File: src/hw/rtl/mcsma_pkg.sv
// ----------------------------------------------------------------------------
// mcsma_pkg
// Shared types and codes for the multichannel scan moving average core.
// ----------------------------------------------------------------------------
package mcsma_pkg;

    // Command codes of an input word
    localparam logic [1:0] CMD_SAMPLE  = 2'd0;
    localparam logic [1:0] CMD_READ    = 2'd1;
    localparam logic [1:0] CMD_RESTART = 2'd2;

    // Operation codes passed from front to back
    localparam logic [1:0] OP_NONE  = 2'd0;
    localparam logic [1:0] OP_STORE = 2'd1;
    localparam logic [1:0] OP_READ  = 2'd2;

    // Field widths fixed by the interface
    localparam int CMD_BITS    = 2;
    localparam int IN_SMP_BITS = 10;
    localparam int RD_CH_BITS  = 3;
    localparam int AVG_BITS    = 10;
    localparam int NXT_BITS    = 3;
    // Widest channel index and sample the core can be built for
    localparam int CH_MAX_BITS  = 4;
    localparam int SMP_MAX_BITS = 16;

    typedef struct packed {
        logic [CMD_BITS-1:0]    command;
        logic [IN_SMP_BITS-1:0] sample;
        logic [RD_CH_BITS-1:0]  read_channel;
    } in_word_t;

    typedef struct packed {
        logic [AVG_BITS-1:0] average;
        logic [NXT_BITS-1:0] next_channel;
    } out_word_t;

    // Classified operation handed to the back end
    typedef struct packed {
        logic [1:0]              kind;
        logic [CH_MAX_BITS-1:0]  chan;
        logic [SMP_MAX_BITS-1:0] sample;
        logic [NXT_BITS-1:0]     next_channel;
    } op_t;

endpackage

File: src/hw/rtl/mcsma_fifo.sv
// ----------------------------------------------------------------------------
// mcsma_fifo
// Small synchronous FIFO; decouples the front end, back end and result port.
// ----------------------------------------------------------------------------
module mcsma_fifo #(
    parameter int WIDTH = 8,
    parameter int DEPTH = 2
) (
    input  logic             clk,
    input  logic             rst_n,
    input  logic             wr_en,
    input  logic [WIDTH-1:0] wr_data,
    output logic             full,
    input  logic             rd_en,
    output logic [WIDTH-1:0] rd_data,
    output logic             empty
);

    localparam int PTR_BITS = (DEPTH > 1) ? $clog2(DEPTH) : 1;
    localparam int CNT_BITS = $clog2(DEPTH + 1);

    logic [WIDTH-1:0]    slot_reg [DEPTH];
    logic [PTR_BITS-1:0] wr_ptr_reg, wr_ptr_next;
    logic [PTR_BITS-1:0] rd_ptr_reg, rd_ptr_next;
    logic [CNT_BITS-1:0] count_reg, count_next;
    logic                do_wr, do_rd;

    assign full    = (count_reg == CNT_BITS'(DEPTH));
    assign empty   = (count_reg == '0);
    assign rd_data = slot_reg[rd_ptr_reg];
    assign do_wr   = wr_en && !full;
    assign do_rd   = rd_en && !empty;

    // Pointer and occupancy update
    always_comb
    begin
        wr_ptr_next = wr_ptr_reg;
        rd_ptr_next = rd_ptr_reg;
        count_next  = count_reg;
        if (do_wr)
        begin
            wr_ptr_next = (wr_ptr_reg == PTR_BITS'(DEPTH - 1)) ? '0 : wr_ptr_reg + 1'b1;
        end
        if (do_rd)
        begin
            rd_ptr_next = (rd_ptr_reg == PTR_BITS'(DEPTH - 1)) ? '0 : rd_ptr_reg + 1'b1;
        end
        if (do_wr && !do_rd)
        begin
            count_next = count_reg + 1'b1;
        end
        else if (do_rd && !do_wr)
        begin
            count_next = count_reg - 1'b1;
        end
    end

    always_ff @(posedge clk or negedge rst_n)
    begin
        if (!rst_n)
        begin
            wr_ptr_reg <= '0;
            rd_ptr_reg <= '0;
            count_reg  <= '0;
        end
        else
        begin
            wr_ptr_reg <= wr_ptr_next;
            rd_ptr_reg <= rd_ptr_next;
            count_reg  <= count_next;
        end
    end

    // Storage; no reset needed
    always_ff @(posedge clk)
    begin
        if (do_wr)
        begin
            slot_reg[wr_ptr_reg] <= wr_data;
        end
    end

endmodule

File: src/hw/rtl/mcsma_front.sv
// ----------------------------------------------------------------------------
// mcsma_front
// Accepts input words, keeps the scan channel and classifies each command.
// ----------------------------------------------------------------------------
module mcsma_front #(
    parameter int CHANNELS = 6
) (
    input  logic                clk,
    input  logic                rst_n,
    input  logic                push,
    input  mcsma_pkg::in_word_t in_word,
    output logic                full,
    output logic                op_valid,
    output mcsma_pkg::op_t      op,
    input  logic                op_full
);

    localparam int CH_BITS = (CHANNELS > 1) ? $clog2(CHANNELS) : 1;

    logic [CH_BITS-1:0] scan_reg, scan_next;
    logic               accept;
    logic               rd_ch_ok;

    assign full     = op_full;
    assign accept   = push && !op_full;
    assign op_valid = accept;
    assign rd_ch_ok = (5'(in_word.read_channel) < 5'(CHANNELS));

    // Classify the command and step the scan
    always_comb
    begin
        scan_next = scan_reg;
        op.kind   = mcsma_pkg::OP_NONE;
        op.chan   = mcsma_pkg::CH_MAX_BITS'(scan_reg);
        op.sample = mcsma_pkg::SMP_MAX_BITS'(in_word.sample);
        unique case (in_word.command)
            mcsma_pkg::CMD_SAMPLE:
            begin
                op.kind   = mcsma_pkg::OP_STORE;
                scan_next = (scan_reg == CH_BITS'(CHANNELS - 1)) ? '0 : scan_reg + 1'b1;
            end
            mcsma_pkg::CMD_READ:
            begin
                // A channel beyond the scan list reads as zero
                op.chan = mcsma_pkg::CH_MAX_BITS'(in_word.read_channel);
                op.kind = rd_ch_ok ? mcsma_pkg::OP_READ : mcsma_pkg::OP_NONE;
            end
            mcsma_pkg::CMD_RESTART:
            begin
                scan_next = '0;
            end
            default:
            begin
                op.kind = mcsma_pkg::OP_NONE;
            end
        endcase
        op.next_channel = mcsma_pkg::NXT_BITS'(scan_next);
    end

    always_ff @(posedge clk or negedge rst_n)
    begin
        if (!rst_n)
        begin
            scan_reg <= '0;
        end
        else if (accept)
        begin
            scan_reg <= scan_next;
        end
    end

endmodule

File: src/hw/rtl/mcsma_back.sv
// ----------------------------------------------------------------------------
// mcsma_back
// Executes operations: sample store writes, window walk and mean scaling.
// ----------------------------------------------------------------------------
module mcsma_back #(
    parameter int CHANNELS    = 6,
    parameter int WINDOW      = 8,
    parameter int SAMPLE_BITS = 10
) (
    input  logic                 clk,
    input  logic                 rst_n,
    input  logic                 op_empty,
    input  mcsma_pkg::op_t       op,
    output logic                 op_pop,
    output logic                 res_push,
    output mcsma_pkg::out_word_t res,
    input  logic                 res_full
);

    localparam int CH_BITS   = (CHANNELS > 1) ? $clog2(CHANNELS) : 1;
    localparam int POS_BITS  = $clog2(WINDOW);
    localparam int ENTRIES   = CHANNELS * WINDOW;
    localparam int ADDR_BITS = (ENTRIES > 1) ? $clog2(ENTRIES) : 1;
    localparam int SUM_BITS  = SAMPLE_BITS + $clog2(WINDOW);
    // Division by WINDOW as a multiply by a rounded-up reciprocal; exact for
    // every sum below 2**SUM_BITS
    localparam int DIV_SHIFT = SUM_BITS + $clog2(WINDOW);
    localparam int MUL_BITS  = SUM_BITS + 1;
    localparam int PROD_BITS = SUM_BITS + MUL_BITS;
    localparam logic [MUL_BITS-1:0] DIV_MUL =
        MUL_BITS'((2 ** DIV_SHIFT + WINDOW - 1) / WINDOW);

    localparam logic [2:0] S_IDLE = 3'd0;
    localparam logic [2:0] S_WALK = 3'd1;
    localparam logic [2:0] S_TAIL = 3'd2;
    localparam logic [2:0] S_DIV  = 3'd3;
    localparam logic [2:0] S_OUT  = 3'd4;

    logic [2:0]             state_reg, state_next;
    logic [SAMPLE_BITS-1:0] mem [ENTRIES];
    logic [ENTRIES-1:0]     valid_reg, valid_next;
    logic [POS_BITS-1:0]    ring_reg [CHANNELS];
    logic [POS_BITS-1:0]    ring_next [CHANNELS];

    logic [ADDR_BITS-1:0]   base_reg, base_next;
    logic [POS_BITS-1:0]    idx_reg, idx_next;
    logic [SUM_BITS-1:0]    sum_reg, sum_next;
    logic [SUM_BITS-1:0]    total_reg, total_next;
    logic                   pend_reg, pend_next;
    logic [mcsma_pkg::NXT_BITS-1:0] nxt_reg, nxt_next;
    logic [mcsma_pkg::AVG_BITS-1:0] avg_reg, avg_next;

    logic [ADDR_BITS-1:0]   rd_addr;
    logic [SAMPLE_BITS-1:0] rd_data_reg;
    logic                   rd_hit_reg;
    logic [SAMPLE_BITS-1:0] rd_val;
    logic [ADDR_BITS-1:0]   wr_addr;
    logic                   wr_en;
    logic [CH_BITS-1:0]     op_ch;
    logic [POS_BITS-1:0]    op_pos;
    logic [ADDR_BITS-1:0]   op_base;
    logic [PROD_BITS-1:0]   prod;

    assign op_ch   = CH_BITS'(op.chan);
    assign op_pos  = ring_reg[op_ch];
    assign op_base = ADDR_BITS'(op_ch) * ADDR_BITS'(WINDOW);
    assign wr_addr = op_base + ADDR_BITS'(op_pos);
    assign wr_en   = (state_reg == S_IDLE) && !op_empty && (op.kind == mcsma_pkg::OP_STORE);
    assign rd_addr = base_reg + ADDR_BITS'(idx_reg);
    assign rd_val  = rd_hit_reg ? rd_data_reg : '0;
    assign prod    = PROD_BITS'(total_reg) * PROD_BITS'(DIV_MUL);

    assign op_pop   = (state_reg == S_IDLE) && !op_empty;
    assign res_push = (state_reg == S_OUT) && !res_full;
    assign res.average      = avg_reg;
    assign res.next_channel = nxt_reg;

    // Sequencer: store, window walk, reciprocal scaling, result hand-off
    always_comb
    begin
        state_next = state_reg;
        valid_next = valid_reg;
        ring_next  = ring_reg;
        base_next  = base_reg;
        idx_next   = idx_reg;
        sum_next   = sum_reg;
        total_next = total_reg;
        pend_next  = 1'b0;
        nxt_next   = nxt_reg;
        avg_next   = avg_reg;
        unique case (state_reg)
            S_IDLE:
            begin
                if (!op_empty)
                begin
                    nxt_next = op.next_channel;
                    avg_next = '0;
                    unique case (op.kind)
                        mcsma_pkg::OP_STORE:
                        begin
                            valid_next[wr_addr] = 1'b1;
                            ring_next[op_ch] = (op_pos == POS_BITS'(WINDOW - 1)) ?
                                               '0 : op_pos + 1'b1;
                            state_next = S_OUT;
                        end
                        mcsma_pkg::OP_READ:
                        begin
                            base_next  = op_base;
                            idx_next   = '0;
                            sum_next   = '0;
                            state_next = S_WALK;
                        end
                        default:
                        begin
                            state_next = S_OUT;
                        end
                    endcase
                end
            end
            S_WALK:
            begin
                // One read per cycle; data of the previous address lands now
                pend_next = 1'b1;
                if (pend_reg)
                begin
                    sum_next = sum_reg + SUM_BITS'(rd_val);
                end
                if (idx_reg == POS_BITS'(WINDOW - 1))
                begin
                    state_next = S_TAIL;
                end
                else
                begin
                    idx_next = idx_reg + 1'b1;
                end
            end
            S_TAIL:
            begin
                total_next = sum_reg + SUM_BITS'(rd_val);
                state_next = S_DIV;
            end
            S_DIV:
            begin
                // Truncated mean from the registered window total
                avg_next   = mcsma_pkg::AVG_BITS'(prod >> DIV_SHIFT);
                state_next = S_OUT;
            end
            S_OUT:
            begin
                if (!res_full)
                begin
                    state_next = S_IDLE;
                end
            end
            default:
            begin
                state_next = S_IDLE;
            end
        endcase
    end

    // Control state
    always_ff @(posedge clk or negedge rst_n)
    begin
        if (!rst_n)
        begin
            state_reg <= S_IDLE;
            valid_reg <= '0;
            pend_reg  <= 1'b0;
            for (int i = 0; i < CHANNELS; i++)
            begin
                ring_reg[i] <= '0;
            end
        end
        else
        begin
            state_reg <= state_next;
            valid_reg <= valid_next;
            pend_reg  <= pend_next;
            ring_reg  <= ring_next;
        end
    end

    // Datapath registers
    always_ff @(posedge clk)
    begin
        base_reg  <= base_next;
        idx_reg   <= idx_next;
        sum_reg   <= sum_next;
        total_reg <= total_next;
        nxt_reg   <= nxt_next;
        avg_reg   <= avg_next;
    end

    // Sample memory: one write port, one registered read port
    always_ff @(posedge clk)
    begin
        if (wr_en)
        begin
            mem[wr_addr] <= SAMPLE_BITS'(op.sample);
        end
        rd_data_reg <= mem[rd_addr];
        rd_hit_reg  <= valid_reg[rd_addr];
    end

endmodule

File: src/hw/rtl/multichannel_scan_moving_average_core.sv
// ----------------------------------------------------------------------------
// multichannel_scan_moving_average_core
// Round-robin converter scanner with a per-channel moving average.
// ----------------------------------------------------------------------------
// Every accepted word yields one result word carrying the channel selected for
// the next conversion; a read of a scanned channel also carries the truncated
// mean of its last WINDOW samples, anything else carries an average of 0.
// Words are executed one at a time by the back end: a sample or restart is
// taken and its result handed off; a read, paced by the single read port of
// the sample memory, takes the word, makes WINDOW reads, adds the last
// sample, applies the reciprocal multiply that divides by WINDOW and hands
// off the result. The hand-off waits while the result queue is full.
// Two-entry queues sit between front and back and in front of the result
// port, so input and output stall independently.
// The sample memory reads as zero from reset through per-entry valid bits; no
// clearing pass is needed.
// ----------------------------------------------------------------------------
module multichannel_scan_moving_average_core #(
    parameter int CHANNELS    = 6,
    parameter int WINDOW      = 8,
    parameter int SAMPLE_BITS = 10
) (
    input  logic                 clk,
    input  logic                 rst_n,
    input  logic                 push,
    output logic                 full,
    input  mcsma_pkg::in_word_t  in_word,
    output logic                 empty,
    input  logic                 pop,
    output mcsma_pkg::out_word_t out_word
);

    logic                 op_push;
    mcsma_pkg::op_t       op_in;
    logic                 op_full;
    logic                 op_pop;
    mcsma_pkg::op_t       op_out;
    logic                 op_empty;
    logic                 res_push;
    mcsma_pkg::out_word_t res;
    logic                 res_full;

    mcsma_front #(
        .CHANNELS (CHANNELS)
    ) u_front (
        .clk      (clk),
        .rst_n    (rst_n),
        .push     (push),
        .in_word  (in_word),
        .full     (full),
        .op_valid (op_push),
        .op       (op_in),
        .op_full  (op_full)
    );

    mcsma_fifo #(
        .WIDTH ($bits(mcsma_pkg::op_t)),
        .DEPTH (2)
    ) u_op_q (
        .clk     (clk),
        .rst_n   (rst_n),
        .wr_en   (op_push),
        .wr_data (op_in),
        .full    (op_full),
        .rd_en   (op_pop),
        .rd_data (op_out),
        .empty   (op_empty)
    );

    mcsma_back #(
        .CHANNELS    (CHANNELS),
        .WINDOW      (WINDOW),
        .SAMPLE_BITS (SAMPLE_BITS)
    ) u_back (
        .clk      (clk),
        .rst_n    (rst_n),
        .op_empty (op_empty),
        .op       (op_out),
        .op_pop   (op_pop),
        .res_push (res_push),
        .res      (res),
        .res_full (res_full)
    );

    mcsma_fifo #(
        .WIDTH ($bits(mcsma_pkg::out_word_t)),
        .DEPTH (2)
    ) u_res_q (
        .clk     (clk),
        .rst_n   (rst_n),
        .wr_en   (res_push),
        .wr_data (res),
        .full    (res_full),
        .rd_en   (pop),
        .rd_data (out_word),
        .empty   (empty)
    );

endmodule
File: config.mk
export PLATFORM = sky130hd
export DESIGN_NAME = multichannel_scan_moving_average_core
export DESIGN_NICKNAME = d
export VERILOG_FILES = /design/src/hw/rtl/mcsma_pkg.sv /design/src/hw/rtl/mcsma_fifo.sv /design/src/hw/rtl/mcsma_front.sv /design/src/hw/rtl/mcsma_back.sv /design/src/hw/rtl/multichannel_scan_moving_average_core.sv
export SDC_FILE = /design/constraint.sdc
export NUM_CORES = 1
export LEC_CHECK = 0
export ABC_AREA = 1
export BUFFER_PORTS_ARGS = -buffer_cell sky130_fd_sc_hd__buf_2
export CORE_UTILIZATION = 35
export CTS_CLUSTER_SIZE = 8
export DETAILED_ROUTE_END_ITERATION = 8
export GPL_TIMING_DRIVEN = 0
export PLACE_DENSITY = 0.57
export SETUP_SLACK_MARGIN = 0.2
export SLEW_MARGIN = 20
export SYNTH_ARGS = -nofsm -noshare
export SYNTH_HDL_FRONTEND = slang
export SYNTH_SLANG_ARGS = --single-unit
export TNS_END_PERCENT = 50
File: constraint.sdc
create_clock -name clk -period 3.16 [get_ports clk]
set_input_delay 0.474 -clock clk [delete_from_list [all_inputs] [get_ports clk]]
set_output_delay 0.474 -clock clk [all_outputs]
set_load 0.03 [all_outputs]
# Word-level counts from Yosys, hierarchy flattened

Memories as Yosys holds them, arrays and structs flattened. A register that Yosys moved wholly into a read port is not among the register bits.
Index checks and enable logic that the tools add are counted.

Equal/unequal tests: 19
Mux-type cells: 47
Add/sub/neg operators: 14
Reduce and logical (&&, ||, !) cells: 37
$lt $le $gt $ge: 6
Bitwise gates (word level): 3

Operators by type and width:

| cell                                                       | count |
|---|---|
| bitwise OR 48 bit                                          | 1 |
| two-way mux 13 bit                                         | 3 |
| two-way mux 3 bit                                          | 13 |
| case mux 13 bit (2 select lines)                           | 1 |
| two-way mux 10 bit                                         | 2 |
| case mux 10 bit (2 select lines)                           | 1 |
| bitwise mux 18 bit                                         | 1 |
| case mux 3 bit (5 select lines)                            | 1 |
| logical AND 1 bit                                          | 14 |
| less-than comparator 6 x 7 -> 1 bit, second input constant | 2 |
| adder 13 x 10 -> 13 bit                                    | 1 |
| two-way mux 1 bit                                          | 13 |
| adder 6 x 3 -> 6 bit                                       | 2 |
| equality test 3 bit, second input constant                 | 4 |
| case mux 3 bit (2 select lines)                            | 2 |
| two-way mux 2 bit                                          | 5 |
| adder 3 x 1 -> 3 bit, second input constant                | 3 |
| binary-select mux 3 bit (select 3 bit)                     | 1 |
| demux 3 bit (select 3 bit)                                 | 1 |
| AND reduction 3 bit                                        | 3 |
| equality test 2 bit, second input constant                 | 4 |
| zero test 1 bit                                            | 8 |
| inequality test 2 bit, second input constant               | 4 |
| AND reduction 4 bit                                        | 2 |
| 20 further kinds                                           | 34 |

Memories: 3
Output and inout bits: 15
RAM bits: 542
Word-level logic and storage cells: 152
Register bits after elaboration: 127
Input bits: 19

Memories:

| memory           | words | bits a word | rd ports | clocked after Yosys merged registers in | wr ports | line             | source |
|---|---|---|---|---|---|---|---|
| u_back.mem       | 48    | 10          | 1        | 1                                       | 1        | mcsma_back.sv:40 | `logic [SAMPLE_BITS-1:0] mem [ENTRIES];` |
| u_op_q.slot_reg  | 2     | 18          | 1        | 0                                       | 1        | mcsma_fifo.sv:22 | `logic [WIDTH-1:0] slot_reg [DEPTH];` |
| u_res_q.slot_reg | 2     | 13          | 1        | 0                                       | 1        | mcsma_fifo.sv:22 |  |

# Depth between registers and ports, before layout

An unclocked memory read counts as a cell.

Word-level depth: 11
Gate-level depth with buffers: 17
Depth with buffers taken out: 15

# Modules after synthesis

Synthesis repeated with hierarchy kept, for this count alone.

Cell total of the unflattened synthesis: 2579
Area total of the unflattened synthesis: 28697.5 µm²

By module, submodules not included:

| module                | area each (µm²) | seq. area each (µm²) | instances | cells an instance |
|---|---|---|---|---|
| mcsma_back            | 25090.3         | 17646.9              | 1         | 2260 |
| mcsma_fifo at u_op_q  | 2057.0          | 1601.5               | 1         | 162 |
| mcsma_fifo at u_res_q | 1178.6          | 880.8                | 1         | 99 |
| mcsma_front           | 371.6           | 75.1                 | 1         | 58 |

# Worst setup path after synthesis

OpenSTA, ideal clock, no wires.

Path type: register to register
Start point: register u_back.state_reg[2]
End point: memory u_back.mem[18][0] (enable)
Stages on the path, launching flop included: 8
Setup slack: 0.789 ns
Data arrival time: 1.995 ns
Setup time: 0.376 ns
Clock period less this slack: 2.371 ns
Data required time: 2.784 ns
Path buffers: 0
Path through: dfrtp_1 nor3_4 nand2_2 nor3_2 inv_1 nor2_2 nand2_4 nor2_1

Cells in the longest elaborated chain, start to end: 5

Ends and longest elaborated chain:

| what                                    | line              | source |
|---|---|---|
| from (decl)                             | mcsma_back.sv:39  | `logic [2:0] state_reg, state_next;` |
| from (signal assigned)                  | mcsma_back.sv:177 | `state_reg <= state_next;` |
| zero test 3 bit                         | mcsma_back.sv:68  | `assign wr_en = (state_reg == S_IDLE) && !op_empty && (op.kind == mcsma_pkg::OP_STORE);` |
| logical AND 1 bit (2 in a row)          | mcsma_back.sv:68  |  |
| two-way mux 1 bit                       | mcsma_back.sv:198 | `if (wr_en)` |
| two-way mux 1 bit (not written as such) | mcsma_back.sv:200 | `mem[wr_addr] <= SAMPLE_BITS'(op.sample);` |
| to (decl)                               | mcsma_back.sv:40  |  |

Every way passes these cells.

# Final worst setup path

Start point: register u_back.idx_reg[0]
End point: register u_back.rd_data_reg[5] (read register of u_back.mem)

Cells in the longest elaborated chain, start to end: 1

Ends and longest elaborated chain:

| what                   | line              | source |
|---|---|---|
| from (decl)            | mcsma_back.sv:46  | `logic [POS_BITS-1:0] idx_reg, idx_next;` |
| from (signal assigned) | mcsma_back.sv:188 | `idx_reg <= idx_next;` |
| adder 6 x 3 -> 6 bit   | mcsma_back.sv:69  | `assign rd_addr = base_reg + ADDR_BITS'(idx_reg);` |
| to (decl)              | mcsma_back.sv:54  | `logic [SAMPLE_BITS-1:0] rd_data_reg;` |

Every way passes these cells.
A chain may end at the register's enable or synchronous reset.

==> flow_summary.json <==
{
  "status": "finished, final reports clean",
  "htree_levels": 3,
  "r2r_start": "u_back.idx_reg[0]$_SDFFCE_PN0P_",
  "nets": 2660,
  "io_buffer_count": 33,
  "final_common_cell": "nand2_1",
  "drc": 0,
  "gr-max-usage-layer": "met2",
  "synth.area.top_cells": "edfxtp_1, nand2_1, dfrtp_1",
  "crit_slowest_cell": "clkbuf_1",
  "wl_um": 79790,
  "diodes": 0,
  "syn_inst": 2478,
  "fin_crit_sh_pct": 93.92,
  "met2_usage_pct": 31.08,
  "min_path_type": "in -> reg",
  "fin_skew_ps": 29.20,
  "cellLeakagePower_nw": 12.48,
  "end_kind": "flop",
  "syn_nets": 2514,
  "hold_start": "in_word[7]",
  "largest_register_ffs": 480,
  "initial_utilization_pct": 35.41,
  "drt_iter0_drc": 1956,
  "clock_latency_ps": 650,
  "reg2regPathDepth": 11,
  "synth_warnings": 0,
  "cts_tree": "built",
  "vias": 19380,
  "fin_crit_ps": 2968,
  "dr.pass1.iters": 6,
  "cts_root_buffer": "clkbuf_16",
  "syn_to_final_growth_pct": 16.32,
  "ant_nets": 0,
  "die_y_um": 284.9,
  "grt_overflow": 0,
  "hold_depth": 1,
  "cts_sinks": 676,
  "synth_top_cell_area_share_pct": 62.59,
  "met3_usage_pct": 3.096,
  "drv_cap": 0,
  "cp-startpoint": "u_back.idx_reg[0]$_SDFFCE_PN0P_",
  "first_global_vias": 18690,
  "critPathMaxStageDelay_ps": 700,
  "slew_headroom_pct": 38.00,
  "clk_pin_slew_worst_paths_ps": 50,
  "grt_max_degree": 50,
  "reg2reg_setup_slack_ps": 190,
  "cts_max_path_buffers": 3,
  "fin_util_pct": 41.19,
  "critPathLaunchType": "flop",
  "die-area_um2": 81190,
  "fmax_mhz": 336.9,
  "synth.distinct_cells": 45,
  "multi_input_area_um2": 7212,
  "syn_avg_cell_area_um2": 11.31,
  "syn-cell-area_um2": 28020,
  "numCtsBuffers": 94,
  "worst_pin_slew_ps": 929.9,
  "power_density_nw_per_um2": 1064,
  "fillCellCount": 7540,
  "placementRows": 103,
  "cp_data_arrival_time_ps": 3540,
  "hpwl_um": 53040,
  "path_cells": "inv_1 > clkbuf_1 > clkbuf_1 > nand2_1 > nand3_1 > nand3_1 > nand2_1 > nand2_1 > nand3_1 > nand3_1 > nand2_1",
  "final_max_slew_viol_count": 0,
  "cp_max_fo": 10,
  "peakVddDrop_mv": 0.7878,
  "finalSetupViolations": 0,
  "yosys.area.top_type": "edfxtp_1",
  "layout_common_cells": "nand2_1, edfxtp_1, nand3_1",
  "avgViaCountPerCell": 5.197,
  "use_met1_pct": 26.53,
  "criticalPathCategory": "reg -> reg",
  "regArea_um2": 19780,
  "grt_pass1_wl_um": 118100,
  "post_drt_wl_per_cell_um": 21.39,
  "antenna_found_initial": 4,
  "critPathRequiredTime_ps": 3730,
  "ys_seq_elements": 676,
  "drive_gt1_share_pct": 9.851,
  "gp_congestion": 0.9438,
  "fp.dieW_um": 284.9,
  "rsz0062_at_grt": "true",
  "pin_count": 34,
  "core_area_um2": 79130,
  "track_usage_pct": 19.50,
  "seq_area_frac_synth_pct": 70.61,
  "hold_viol_final": 0,
  "tns_ps": 0
}
==> path summary, 6_finish.rpt <==
| kind | endpoint |
|---|---|
| worst max register to register | u_back.rd_data_reg[5]$_DFF_P_ |
| min in group asynchronous | u_back.state_reg[1]$_DFFE_PN0P_ |
| worst min register to register | u_back.valid_reg[6]$_DFFE_PN0P_ |
| worst min-delay path | u_op_q.slot_reg[0][7]$_DFFE_PP_ |
| max in group asynchronous | u_back.valid_reg[10]$_DFFE_PN0P_ |
| worst max-delay path | u_back.rd_data_reg[5]$_DFF_P_ |
==> cell families (layout without fill, tap and decap cells) <==
kind of cell,after synthesis,count (layout),synth area share [%]
xor gates and xnor gates,15,15,0.4689
and+or+nand+nor,1210,1210,18.32
DFF,676,676,70.61
adders and majority gates,17,17,0.7859
buffers and inverters,298,500,4.251
AOI/OAI and AO/OA,262,262,5.569
==> cells in the mapped netlist (all sizes together) <==
cell,number
o22ai,1
a21boi,1
xnor2,6
dfxtp,11
nand2,660
a211oi,1
o221ai,8
nand4,20
fa,1
o21a,1
nand3,328
or2,2
nor2,195
edfxtp,584
o21bai,12
inv,167
a32o,1
a21o,1
xor2,9
a31oi,2
a21oi,43
buf,43
dfrtp,81
ha,16
o21ai,156
o211ai,35
clkinv,1
nor3,5
clkbuf,87
==> final cells by class <==
type / count / share of cell area, %
clock buffers: 149 / 7.978
flip-flops and latches: 676 / 60.70
well taps: 1050 / 4.031
multi-input cells: 1504 / 22.13
repair buffers: 50 / 1.321
clock inverters: 3 / 0.1612
plain buffers: 130 / 1.743
inverters: 168 / 1.935
==> where the power goes <==
| part | internal (mW) | switching (mW) | total [mW] |
|---|---|---|---|
| combinational | 3.16 | 9.86 | 13.0 |
| clock | 5.55 | 3.68 | 9.23 |
| sequential | 12.0 | 0.437 | 12.4 |
==> routing by layer <==
| layer | part of all wire [%] | vias up |
|---|---|---|
| met5 | 0.020 | - |
| met3 | 8.1 | 157 |
| met2 | 46 | 853 |
| met4 | 3.4 | 2 |
| li1 | - | 8844 |
| met1 | 42 | 9528 |
==> per-stage QoR <==
step	total power, mW	hold WS (ps)	area, um^2	std cells	setup WS (ps)
6_report	34.67	38.47	32590	3730	192.2
5_1_grt	36.26	25.99	32590	3730	49.46
4_1_cts	34.54	7.928	32510	3730	24.02
3_5_place_dp	25.29	430.4	29750	3571	-97.20
3_3_place_gp	24.92	429.1	29500	3561	-254.4
2_1_floorplan	20.04	178.4	28020	2478	788.8
==> critical path: cells and delay by family (launching register included) <==
kind,cells,cell delay (ps)
simple gates,8,1080
flops,1,510
buf+inv,3,1310
==> what timing repair did <==
| action | in CTS | in global routing |
|---|---|---|
| setup endpoints to repair | 239 | 280 |
| hold buffers | 7 | 0 |
| buffers inserted | 0 | 0 |
| hold endpoints to repair | 44 | 0 |
| resized for setup | 16 | 22 |
Note: power is estimated with default switching activity, not from simulation.
